**config.mk**
```make
export PLATFORM = sky130hd
export DESIGN_NAME = intel_hex_record_parser
export DESIGN_NICKNAME = d
export VERILOG_FILES = /design/src/design/ihex_pkg.sv /design/src/design/intel_hex_record_parser.sv
export SDC_FILE = /design/constraint.sdc
export NUM_CORES = 1
export LEC_CHECK = 0
export BUFFER_PORTS_ARGS = -buffer_cell sky130_fd_sc_hd__buf_2
export CAP_MARGIN = 20
export CORE_MARGIN = 2
export CORE_UTILIZATION = 50
export CTS_BUF_LIST = sky130_fd_sc_hd__clkbuf_16
export DETAILED_ROUTE_END_ITERATION = 12
export GPL_TIMING_DRIVEN = 0
export PLACE_DENSITY = 0.78
export SYNTH_ARGS = -nofsm -noshare
export SYNTH_HDL_FRONTEND = slang
export SYNTH_SLANG_ARGS = --single-unit
```
**constraint.sdc**
```tcl
create_clock -name aclk -period 4.8 [get_ports aclk]
set_clock_uncertainty 0.15 [all_clocks]
set_input_delay 0.24 -clock aclk [delete_from_list [all_inputs] [get_ports aclk]]
set_output_delay 0.24 -clock aclk [all_outputs]
set_load 0.01 [all_outputs]
```
**src/design/ihex_pkg.sv**
```systemverilog
package ihex_pkg;

    localparam int CHAR_W   = 8;
    localparam int ADDR_W   = 16;
    localparam int BYTE_W   = 8;
    localparam int STATUS_W = 3;
    // address, data, type, count, status packed, then padded to whole bytes
    localparam int M_FIELDS_W = ADDR_W + 3 * BYTE_W + STATUS_W;
    localparam int M_TDATA_W  = ((M_FIELDS_W + 7) / 8) * 8;

    localparam logic [CHAR_W-1:0] START_CODE = 8'h3A;

    typedef enum logic [STATUS_W-1:0] {
        ST_OK        = 3'd0,
        ST_BAD_START = 3'd1,
        ST_BAD_HEX   = 3'd2,
        ST_TRUNCATED = 3'd3,
        ST_CHECKSUM  = 3'd4
    } status_t;

    typedef enum logic {
        KIND_DATA   = 1'b0,
        KIND_STATUS = 1'b1
    } result_kind_t;

    typedef struct packed {
        logic       bad;
        logic [3:0] value;
    } nibble_t;

    function automatic nibble_t hex_nibble(input logic [CHAR_W-1:0] c);
        nibble_t n;
        n.bad   = 1'b0;
        n.value = 4'd0;
        if (c >= 8'h30 && c <= 8'h39) begin
            n.value = c[3:0];
        end else if ((c >= 8'h41 && c <= 8'h46) || (c >= 8'h61 && c <= 8'h66)) begin
            n.value = c[3:0] + 4'd9;
        end else begin
            n.bad = 1'b1;
        end
        return n;
    endfunction

endpackage

```
**src/design/intel_hex_record_parser.sv**
```systemverilog
// Intel HEX record parser. One ASCII character enters per transaction on the
// s_ side, with s_tlast on the line's last character; a new character is
// taken every cycle while the result register is free or being drained, so
// the block sustains one character per clock while it is not stalled. Each
// decoded data byte leaves as a result with m_tuser = 0 and its wrapped
// address; the line's last character yields one status result (m_tuser = 1):
// ok, bad start code, bad hex digit, truncated line or checksum mismatch.
// The checksum covers count, both address bytes, type and data modulo 256;
// characters after the checksum are ignored, and the first error on a line
// wins. A data byte completed on the last character is not emitted.
module intel_hex_record_parser (
    input  logic                          aclk,
    input  logic                          aresetn,
    input  logic                          s_tvalid,
    output logic                          s_tready,
    input  logic [ihex_pkg::CHAR_W-1:0]   s_tdata,  // [7:0] character
    input  logic                          s_tlast,  // line_end
    output logic                          m_tvalid,
    input  logic                          m_tready,
    // [15:0] byte_address, [23:16] data_value, [31:24] record_kind,
    // [39:32] length_field, [42:40] status, rest zero
    output logic [ihex_pkg::M_TDATA_W-1:0] m_tdata,
    output logic                          m_tuser   // kind
);
    import ihex_pkg::*;

    typedef enum logic [2:0] {
        PH_START,
        PH_HEADER,
        PH_DATA,
        PH_CHECK,
        PH_DONE,
        PH_FAULT
    } phase_t;

    phase_t              phase_reg, phase_next;
    logic [3:0]          high_nib_reg, high_nib_next;
    logic                digit_pos_reg, digit_pos_next;
    logic [BYTE_W-1:0]   count_reg, count_next;
    logic [ADDR_W-1:0]   addr_reg, addr_next;
    logic [BYTE_W-1:0]   type_reg, type_next;
    logic [BYTE_W-1:0]   seen_reg, seen_next;
    logic [BYTE_W-1:0]   sum_reg, sum_next;
    status_t             err_reg, err_next;

    logic                m_tvalid_reg;
    logic [M_TDATA_W-1:0] m_tdata_reg, m_tdata_next;
    logic                m_tuser_reg, m_tuser_next;

    logic                accept;
    logic                emit;
    logic [ADDR_W-1:0]   emit_addr;
    logic [BYTE_W-1:0]   byte_val;
    nibble_t             nib;
    status_t             line_status;
    logic [M_FIELDS_W-1:0] fields;

    assign s_tready = !m_tvalid_reg || m_tready;
    assign accept   = s_tvalid && s_tready;
    assign nib      = hex_nibble(s_tdata);
    assign byte_val = {high_nib_reg, nib.value};

    always_comb begin
        phase_next     = phase_reg;
        high_nib_next  = high_nib_reg;
        digit_pos_next = digit_pos_reg;
        count_next     = count_reg;
        addr_next      = addr_reg;
        type_next      = type_reg;
        seen_next      = seen_reg;
        sum_next       = sum_reg;
        err_next       = err_reg;
        emit           = 1'b0;
        emit_addr      = addr_reg + ADDR_W'(seen_reg);

        case (phase_reg)
            PH_START: begin
                if (s_tdata == START_CODE) begin
                    phase_next = PH_HEADER;
                end else begin
                    err_next   = ST_BAD_START;
                    phase_next = PH_FAULT;
                end
            end
            PH_HEADER, PH_DATA, PH_CHECK: begin
                if (nib.bad) begin
                    err_next   = ST_BAD_HEX;
                    phase_next = PH_FAULT;
                end else if (!digit_pos_reg) begin
                    high_nib_next  = nib.value;
                    digit_pos_next = 1'b1;
                end else begin
                    digit_pos_next = 1'b0;
                    sum_next       = sum_reg + byte_val;
                    case (phase_reg)
                        PH_HEADER: begin
                            case (seen_reg[1:0])
                                2'd0:    count_next = byte_val;
                                2'd1:    addr_next  = {byte_val, 8'h00};
                                2'd2:    addr_next  = {addr_reg[15:8], byte_val};
                                default: type_next  = byte_val;
                            endcase
                            seen_next = seen_reg + 8'd1;
                            if (seen_reg == 8'd3) begin
                                seen_next  = '0;
                                phase_next = (count_reg == '0) ? PH_CHECK : PH_DATA;
                            end
                        end
                        PH_DATA: begin
                            emit      = 1'b1;
                            seen_next = seen_reg + 8'd1;
                            if (seen_next >= count_reg) phase_next = PH_CHECK;
                        end
                        default: begin
                            if (sum_next != '0) err_next = ST_CHECKSUM;
                            phase_next = PH_DONE;
                        end
                    endcase
                end
            end
            default: ;
        endcase

        if (err_next != ST_OK)       line_status = err_next;
        else if (phase_next == PH_DONE) line_status = ST_OK;
        else                          line_status = ST_TRUNCATED;

        if (s_tlast) begin
            m_tuser_next = KIND_STATUS;
            fields = {line_status, count_next, type_next, {BYTE_W{1'b0}}, addr_next};
        end else begin
            m_tuser_next = KIND_DATA;
            fields = {ST_OK, count_next, type_next, byte_val, emit_addr};
        end
        m_tdata_next = M_TDATA_W'(fields);
    end

    always_ff @(posedge aclk) begin
        if (!aresetn) begin
            phase_reg     <= PH_START;
            high_nib_reg  <= '0;
            digit_pos_reg <= 1'b0;
            count_reg     <= '0;
            addr_reg      <= '0;
            type_reg      <= '0;
            seen_reg      <= '0;
            sum_reg       <= '0;
            err_reg       <= ST_OK;
            m_tvalid_reg  <= 1'b0;
        end else begin
            if (accept) begin
                if (s_tlast) begin
                    // line done: back to the reset condition for the next record
                    phase_reg     <= PH_START;
                    high_nib_reg  <= '0;
                    digit_pos_reg <= 1'b0;
                    count_reg     <= '0;
                    addr_reg      <= '0;
                    type_reg      <= '0;
                    seen_reg      <= '0;
                    sum_reg       <= '0;
                    err_reg       <= ST_OK;
                end else begin
                    phase_reg     <= phase_next;
                    high_nib_reg  <= high_nib_next;
                    digit_pos_reg <= digit_pos_next;
                    count_reg     <= count_next;
                    addr_reg      <= addr_next;
                    type_reg      <= type_next;
                    seen_reg      <= seen_next;
                    sum_reg       <= sum_next;
                    err_reg       <= err_next;
                end
            end
            if (accept && (s_tlast || emit)) begin
                m_tvalid_reg <= 1'b1;
            end else if (m_tready) begin
                m_tvalid_reg <= 1'b0;
            end
        end
    end

    always_ff @(posedge aclk) begin
        if (accept && (s_tlast || emit)) begin
            m_tdata_reg <= m_tdata_next;
            m_tuser_reg <= m_tuser_next;
        end
    end

    assign m_tvalid = m_tvalid_reg;
    assign m_tdata  = m_tdata_reg;
    assign m_tuser  = m_tuser_reg;

endmodule

```
==> results of run 1 <==
critical path, cell delays in order:
cell and delay [ns]:
buf_2 0.11, inv_1 0.09, ha_1 0.27, o21ba_2 0.24, o21a_1 0.17, clkbuf_1 0.27, mux2i_2 0.36, inv_1 0.25
ha_1 0.30, fa_1 0.43, a211oi_2 0.29, or4_1 0.15, o311ai_0 0.16, or4_1 0.66, o21bai_1 0.23, a21oi_1 0.12
a32o_1 0.25
power groups by stage:
stage	registers (W)	logic, W	clock network [W]
2_1_floorplan	0.000959	0.0000863	0
3_3_place_gp	0.000955	0.000139	0
3_5_place_dp	0.000954	0.000145	0
4_1_cts	0.000934	0.000147	0.000766
5_1_grt	0.000935	0.000162	0.000802
6_report	0.000934	0.000150	0.000764
cells by family (layout without fill, tap and decap cells):
logic type / Yosys count / after routing
simple gates: 224 / 224
compound gates: 188 / 188
flops: 104 / 104
buf+inv: 65 / 141
fa+ha+maj: 33 / 33
xor+xnor: 18 / 18
mux: 14 / 14
other cells: 1 / 5
metal layers:
layer  track usage, %  vias to the layer above
li1                 -                     2489
met1             32.6                     2505
met2             42.3                      237
met3             4.68                       46
met4             11.2                        0
met5                0                        -
through the flow:
| stage | hold slack (ns) | instances | util, % |
|---|---|---|---|
| 2_1_floorplan | 0.189 | 651 | - |
| 3_3_place_gp | 0.317 | 856 | 54.8 |
| 3_5_place_dp | 0.327 | 857 | 55.0 |
| 4_1_cts | 0.230 | 874 | 57.7 |
| 5_1_grt | 0.296 | 874 | 57.9 |
| 6_report | 0.230 | 874 | 57.9 |
layout make-up:
class | count | area [sq um]
fillers | 1052 | 5000
multi-input cells | 482 | 3260
flip-flops and latches | 104 | 2520
repair buffers | 60 | 320
clock buffers | 9 | 225
well taps | 147 | 184
plain buffers | 39 | 173
inverters | 26 | 97.6
clock inverters | 7 | 81.3
how the worst max path moves through the flow:
stage	startpoint	to	slack (ns)
floorplan	s_tdata[0]	m_tdata[41]	0.68
global placement	s_tdata[3]	m_tdata[23]	-0.39
detailed placement	s_tdata[0]	m_tdata[41]	-0.47
CTS	s_tdata[0]	m_tdata[41]	0.08
global route	s_tdata[0]	m_tdata[40]	0.02
finish	s_tdata[0]	m_tdata[41]	0.17
cells in the final DEF, fill, tap and decap left out, drive strengths merged, types with 4 or more instances in the layout:
cell     n
conb     5
ha      31
a21boi  12
inv     29
xor2     8
and3    10
or2      4
nor3    11
nand2b   8
o21a     7
a22o     7
edfxtp  44
nand2   53
nand3   13
a21o     5
xnor2   10
mux2     8
and2    12
a211oi   9
a21oi   21
mux2i    6
o211ai   9
dfxtp   60
buf     72
nor2    41
clkbuf  35
nor3b    4
nor2b   46
o21ai   50
nand3b   4
a211o    4
a22oi   36
a31oi    9
repair_timing:
item	CTS	global route
endpoints found under the setup margin	2	4
hold buffers	1	0
hold endpoints to repair	1	0
resized for setup	2	4
==> reports/qor.yml, run 1 <==
clock_latency_ns: 0.36
start_kind: "primary input"
fmax_mhz: 216
start_util_pct: 50.7
wl_met3_mm: 1.18
clock-root-buffer: "clkbuf_16"
firstDrtPassIters: 5
synth_cell_types: 71
holdPathEnd: "m_tvalid"
synth.top_cell.area_share_pct: 22.0
synth_common_cells: "dfxtp_1, nand2_1, nor2b_1"
synthAdderAreaFrac_pct: 7.12
top_layer: "met4"
synthFlopType: "dfxtp_1"
synthMuxAreaShare_pct: 2.50
drt_iter0_markers: 462
finalCriticalPeriod_ns: 4.63
async_flop_share_pct: 0
r2r-end: "m_tdata[41]"
grt_pass1_vias: 4986
pwr-share-comb_pct: 8.1
h-tree-depth: 3
core_sq_mm: 0.0119
reg2regPathDepth: 8
setup_violations: 0
cts_buffer_depth: 2
cts_tree: "built"
synth-seq-cells: 104
worst-path-max-fanout: 10
rsz0062_at_grt: "no"
slew_headroom_pct: 37.9
cp_data_required_time_ns: 4.76
drv_slew: 0
dr_wl_met2_mm: 7.88
synthXorXnorAreaFrac_pct: 2.62
syn_area_sq_mm: 0.00601
vias: 5277
layout-drive-gt1-share_pct: 15.1
ios: 64
die_w_um: 114
path_clk_slew_ns: 0.07
post-place-ws_ns: -0.465
layout.nets: 768
met1Wirelength_mm: 6.76
seqPwrFrac_pct: 50.5
netSwitchingFraction_pct: 24.7
num_antenna_cells: 0
area_delta_synth_final_pct: 14.2
fin_ws_ns: 0.166
hold_viol_final: 0
ys_top_cells_by_area: "edfxtp_1, dfxtp_1, ha_1, nor2b_1, a22oi_1"
die-area_sq_mm: 0.0129
route.detailed.drc: 0
dp_hpwl_mm: 12.1
grt_usage_pct: 25.5
routedWlPerCell_um: 18.7
endpoint_kind: "flop"
port-buffer-count: 58
p_int_w: 0.00139
status: "finished clean"
switchingPower_w: 0.000456
fin_area_sq_mm: 0.00686
die-height_um: 114
total_power_w: 0.00185
ys_warn_count: 0
grt_max_degree: 34
whs_path_depth: 4
power_frac_clock_pct: 41.3
ant_nets: 0
hp-start: "m_tready"
power.leakage_nw: 2.63
finalSetupTns_ns: 0
hold_class: "primary input to flop"
ir_worst_vdd_mv: 0.154
worstSetupPathType: "primary input to flop"
post-route-period-util_pct: 96.6
synth.largest_area_cell: "edfxtp_1"
max_slew.worst_pin.slew_ns: 0.926
grt.overflow.total: 0
place_area_sq_mm: 0.00653
largest_reg_flops: 43
crit_arrival_ns: 4.60
yosysMostFrequentCell: "dfxtp_1"
synth-edff-count: 44
grt_pass1_wl_mm: 25.3
syn_inst: 647
cts_buffers: 9
r2r-start: "high_nib_reg[0]"
synth_top_family_by_area: "compound AO/OA/AOI/OAI gates"
fp-row-count: 40
r2r_setup_slack_ns: 1.50
antenna_found_initial: 0
p_per_area_mw_per_mm2: 269
place_congestion: 0.926
seq_area_frac_synth_pct: 42.0
cts_setup_buffers: 0
routed_wl_mm: 16.3
clock-sinks: 104
via_per_inst: 6.04
drv_cap: 0
synth-simple-area-share_pct: 19.8
avgSynthCellArea_sq_um: 9.29
synth_compound_area_share_pct: 21.4
(Power assumes the default switching activity.)
==> run 2, diff against run 1 <==
--- a/config.mk
+++ b/config.mk
@@ -8,11 +8,11 @@
 export BUFFER_PORTS_ARGS = -buffer_cell sky130_fd_sc_hd__buf_2
 export CAP_MARGIN = 20
 export CORE_MARGIN = 2
-export CORE_UTILIZATION = 50
+export CORE_UTILIZATION = 30
 export CTS_BUF_LIST = sky130_fd_sc_hd__clkbuf_16
 export DETAILED_ROUTE_END_ITERATION = 12
 export GPL_TIMING_DRIVEN = 0
-export PLACE_DENSITY = 0.78
+export PLACE_DENSITY = 0.54
 export SYNTH_ARGS = -nofsm -noshare
 export SYNTH_HDL_FRONTEND = slang
 export SYNTH_SLANG_ARGS = --single-unit
==> reports/qor.yml, run 2 (synthesized netlist as in run 1, its figures left out) <==
cts_buffer_depth: 2
h-tree-depth: 3
setup_violations: 0
hold_viol_final: 0
dp_hpwl_mm: 12.3
via_per_inst: 5.08
use_met1_pct: 22.7
fin_area_sq_mm: 0.00696
layout.nets: 767
die-height_um: 146
antenna_found_initial: 0
power.leakage_nw: 2.62
ios: 64
finalCriticalPeriod_ns: 4.55
regArea_sq_mm: 0.00252
crit_arrival_ns: 4.52
holdWs_ns: 0.00738
drv_cap: 0
worst-path-max-fanout: 10
layout_commonest_cell: "buf_2"
clock-sinks: 104
max_slew.worst_pin.slew_ns: 0.989
post-route-period-util_pct: 94.7
multiInputGateArea_sq_mm: 0.00326
cts_setup_buffers: 0
ant_nets: 0
core_sq_mm: 0.0196
p_per_area_mw_per_mm2: 252
firstDrtPassIters: 4
vias: 5038
die_w_um: 146
grt.overflow.total: 0
largest_reg_flops: 43
ir_worst_vdd_mv: 0.149
place_congestion: 0.907
clock_latency_ns: 0.36
num_antenna_cells: 0
grt_pass1_wl_mm: 26.6
fill_cells: 2058
final_cell_mix: "buf_2, dfxtp_1, nand2_1"
fp-row-count: 51
met2_usage_pct: 25.2
hold_buffers: 0
grt_pass1_vias: 4676
slew_headroom_pct: 33.6
use_met3_pct: 3.45
route.detailed.drc: 0
area_delta_synth_final_pct: 15.9
hold_class: "primary input to flop"
routedWlPerCell_um: 17.2
grt_max_degree: 25
clock-root-buffer: "clkbuf_16"
worstSetupPathType: "primary input to flop"
routed_wl_mm: 17.0
cts_buffers: 9
drt_iter0_markers: 307
grt.busiest_layer: "met2"
fin_util_pct: 35.5
grt_usage_pct: 16.1
endpoint_kind: "flop"
port-buffer-count: 58
start_util_pct: 30.7
start_kind: "primary input"
die-area_sq_mm: 0.0212
fmax_mhz: 220
layout-drive-gt1-share_pct: 14.6
cp_data_required_time_ns: 4.77
drv_slew: 0
status: "finished clean"
total_power_w: 0.00176
post-place-ws_ns: -0.352
fin_ws_ns: 0.255
cts_tree: "built"
path_clk_slew_ns: 0.07
place_area_sq_mm: 0.00668
run 2: changes by cell type in the layout (fill, tap and decap cells not counted), moves of 2 or more:
cell,previous run,this run
clkinv_4,2,0
clkinv_2,0,2
inv_8,2,0
clkinv_1,0,2
run 2: per-stage QoR:
stage | cells | TNS (ns)
floorplan | 651 | 0
global placement | 974 | -31.10
detailed placement | 975 | -1.26
global route | 991 | -0.0620
CTS | 991 | 0
finish | 991 | 0
run 2: timing repair:
item / in CTS / in global routing
gates cloned: 0 / 0
gates resized for setup: 1 / 6
endpoints found under the setup margin: 2 / 5
endpoints found under the hold margin: 0 / 0
run 2: final timing paths:
kind | start | to | slack (ns) | cells past startpoint
setup / recovery | s_tdata[0] | m_tdata[41] | 0.25 | 16
hold / removal | s_tlast | m_tuser | 0.007 | 1
setup reg to reg | high_nib_reg[0] | m_tdata[41] | 1.45 | 8
hold reg to reg | err_reg[1] | err_reg[1] | 0.33 | 2
run 2: where the power goes:
| group | internal [W] | switching, W |
|---|---|---|
| clock | 0.000343 | 0.000328 |
| combinational | 0.0000503 | 0.0000999 |
| sequential | 0.000930 | 0.00000444 |
run 2: worst max-delay path, cell delays in order:
cell and delay [ns]:
buf_2 0.11, inv_1 0.11, ha_1 0.28, o21ba_2 0.23, o21a_1 0.16, clkbuf_1 0.26, or3_1 0.41, a21oi_2 0.43
ha_1 0.39, a211oi_1 0.40, or4_1 0.18, o311ai_1 0.13, or4_1 0.61, o21bai_1 0.20, a21oi_1 0.12, a32o_1 0.25
run 2: layer usage:
layer	share of wire [%]	up-vias
met2	45	136
met3	5.0	14
li1	-	2500
met1	49	2388
met4	1.0	0
met5	0	-
run 2: final cells by class:
type                       instances  area share [%]
buffer                            39            2.48
clock buffer                       9            3.23
clock inverter                     7           0.467
inverter                          26            1.40
multi-input combinational        482            46.9
sequential                       104            36.2
tap                              265            4.76
timing repair buffer              59            4.56
==> run 3, diff against run 2 <==
--- a/config.mk
+++ b/config.mk
@@ -9,7 +9,6 @@
 export CAP_MARGIN = 20
 export CORE_MARGIN = 2
 export CORE_UTILIZATION = 30
-export CTS_BUF_LIST = sky130_fd_sc_hd__clkbuf_16
 export DETAILED_ROUTE_END_ITERATION = 12
 export GPL_TIMING_DRIVEN = 0
 export PLACE_DENSITY = 0.54
==> reports/qor.yml, run 3 (synthesized netlist as in run 1, its figures left out) <==
routed_wl_mm: 17.0
drt_iter0_markers: 299
path_clk_slew_ns: 0.07
fin_ws_ns: 0.254
ant_nets: 0
r2r-start: "high_nib_reg[0]"
cts_buffers: 9
r2r-end: "m_tdata[41]"
holdWs_ns: 0.00757
drv_cap: 0
status: "finished clean"
die-area_sq_mm: 0.0212
power.leakage_nw: 2.62
dp_hpwl_mm: 12.3
crit_end: "m_tdata[41]"
start_util_pct: 30.7
clock-sinks: 104
cts_tree: "built"
vias: 5041
layout-drive-gt1-share_pct: 14.9
layout.nets: 767
grt_max_degree: 25
cts_setup_buffers: 0
startpoint: "s_tdata[0]"
hold_class: "primary input to flop"
layout_commonest_cell: "buf_2"
ir_worst_vdd_mv: 0.149
slew_headroom_pct: 33.6
endpoint_kind: "flop"
crit_path_top_delay_cell: "or4_1"
clock_latency_ns: 0.36
h-tree-depth: 3
place_congestion: 0.907
num_antenna_cells: 0
cts_buffer_depth: 2
p_per_area_mw_per_mm2: 257
die_w_um: 146
routedWlPerCell_um: 17.2
drv_slew: 0
grt.overflow.total: 0
antenna_found_initial: 0
largest_reg_flops: 43
r2r_setup_slack_ns: 1.45
grt_pass1_wl_mm: 26.6
area_delta_synth_final_pct: 16.2
firstDrtPassIters: 4
hold_viol_final: 0
cp_data_required_time_ns: 4.77
total_power_w: 0.00179
hold_buffers: 0
fmax_mhz: 220
final_cell_mix: "buf_2, dfxtp_1, nand2_1"
grt_pass1_vias: 4676
core_sq_mm: 0.0196
setup_violations: 0
reg2regPathDepth: 8
critical_path.max_stage_delay_ns: 0.61
post-place-ws_ns: -0.352
port-buffer-count: 58
worstSetupPathType: "primary input to flop"
crit_arrival_ns: 4.52
via_per_inst: 5.09
die-height_um: 146
post-route-period-util_pct: 94.7
route.detailed.drc: 0
ios: 64
fill_cells: 2056
path_cells: "buf_2 > inv_1 > ha_1 > o21ba_2 > o21a_1 > clkbuf_1 > or3_1 > a21oi_2 > ha_1 > a211oi_1 > or4_1 > o311ai_1 > or4_1 > o21bai_1 > a21oi_1 > a32o_1"
start_kind: "primary input"
fp-row-count: 51
clock-root-buffer: "clkbuf_16"
worst-path-max-fanout: 10
grt_usage_pct: 16.1
max_slew.worst_pin.slew_ns: 0.989
finalCriticalPeriod_ns: 4.55
==> run 3: changes by cell type in the layout (fill, tap and decap cells not counted), sizes merged <==
cell / previous run / this run
clkbuf: 35 / 39
clkinv: 4 / 2
inv: 28 / 26
==> run 3: area by class of cell <==
| class | instances | area [sq um] | share of cell area [%] |
|---|---|---|---|
| Multi-Input combinational cell | 482 | 3260 | 46.7 |
| Clock buffer | 13 | 260 | 3.73 |
| Clock inverter | 3 | 17.5 | 0.251 |
| Buffer | 39 | 173 | 2.47 |
| Inverter | 26 | 97.6 | 1.40 |
| Sequential cell | 104 | 2520 | 36.1 |
| Tap cell | 265 | 332 | 4.75 |
| Timing Repair Buffer | 59 | 318 | 4.55 |
==> run 3: timing repair <==
item	4_1_cts	5_1_grt
resized for setup	1	6
endpoints found under the setup margin	2	5
endpoints found under the hold margin	0	0
==> run 3: where the power goes <==
part / leakage, nW / internal [W] / total [W] / switching, W
Combinational: 1.58 / 0.0000503 / 0.000150 / 0.000100
Sequential: 0.903 / 0.000930 / 0.000934 / 0.00000444
Clock: 0.136 / 0.000379 / 0.000707 / 0.000328
Total: 2.62 / 0.00136 / 0.00179 / 0.000433
==> run 3: worst min path at each step <==
stage	startpoint	end	slack (ns)	cells after the start
CTS	s_tlast	m_tuser	0.01	1
global route	s_tlast	m_tuser	0.01	1
global placement	err_reg[1]	err_reg[1]	0.32	2
floorplan	s_tlast	m_tuser	0.19	0
finish	s_tlast	m_tuser	0.008	1
detailed placement	err_reg[1]	err_reg[1]	0.32	2
==> run 3: layer usage <==
| metal | part of all wire (%) | GRT usage, % | vias to the layer above |
|---|---|---|---|
| met1 | 49 | 22.7 | 2389 |
| met3 | 4.9 | 3.45 | 16 |
| met4 | 1.2 | 3.77 | 0 |
| met5 | 0 | 0 | - |
| li1 | - | - | 2501 |
| met2 | 45 | 25.2 | 135 |
==> run 3: worst max-delay path, delay by kind of cell <==
kind | cells | cell delay, ns
buffers and inverters | 3 | 0.48
AO/OA/AOI/OAI | 8 | 1.92
adder cells (fa/ha/maj) | 2 | 0.67
AND/OR/NAND/NOR | 3 | 1.20
==> run 3: stage by stage <==
step           utilization (%)  std cells  cell area [sq um]  TNS [ns]
2_1_floorplan                -        651               6020         0
3_3_place_gp              33.9        974               6650    -31.10
3_5_place_dp              34.1        975               6680     -1.26
4_1_cts                   35.5        991               6960         0
5_1_grt                   35.7        991               6980   -0.0601
6_report                  35.7        991               6980         0
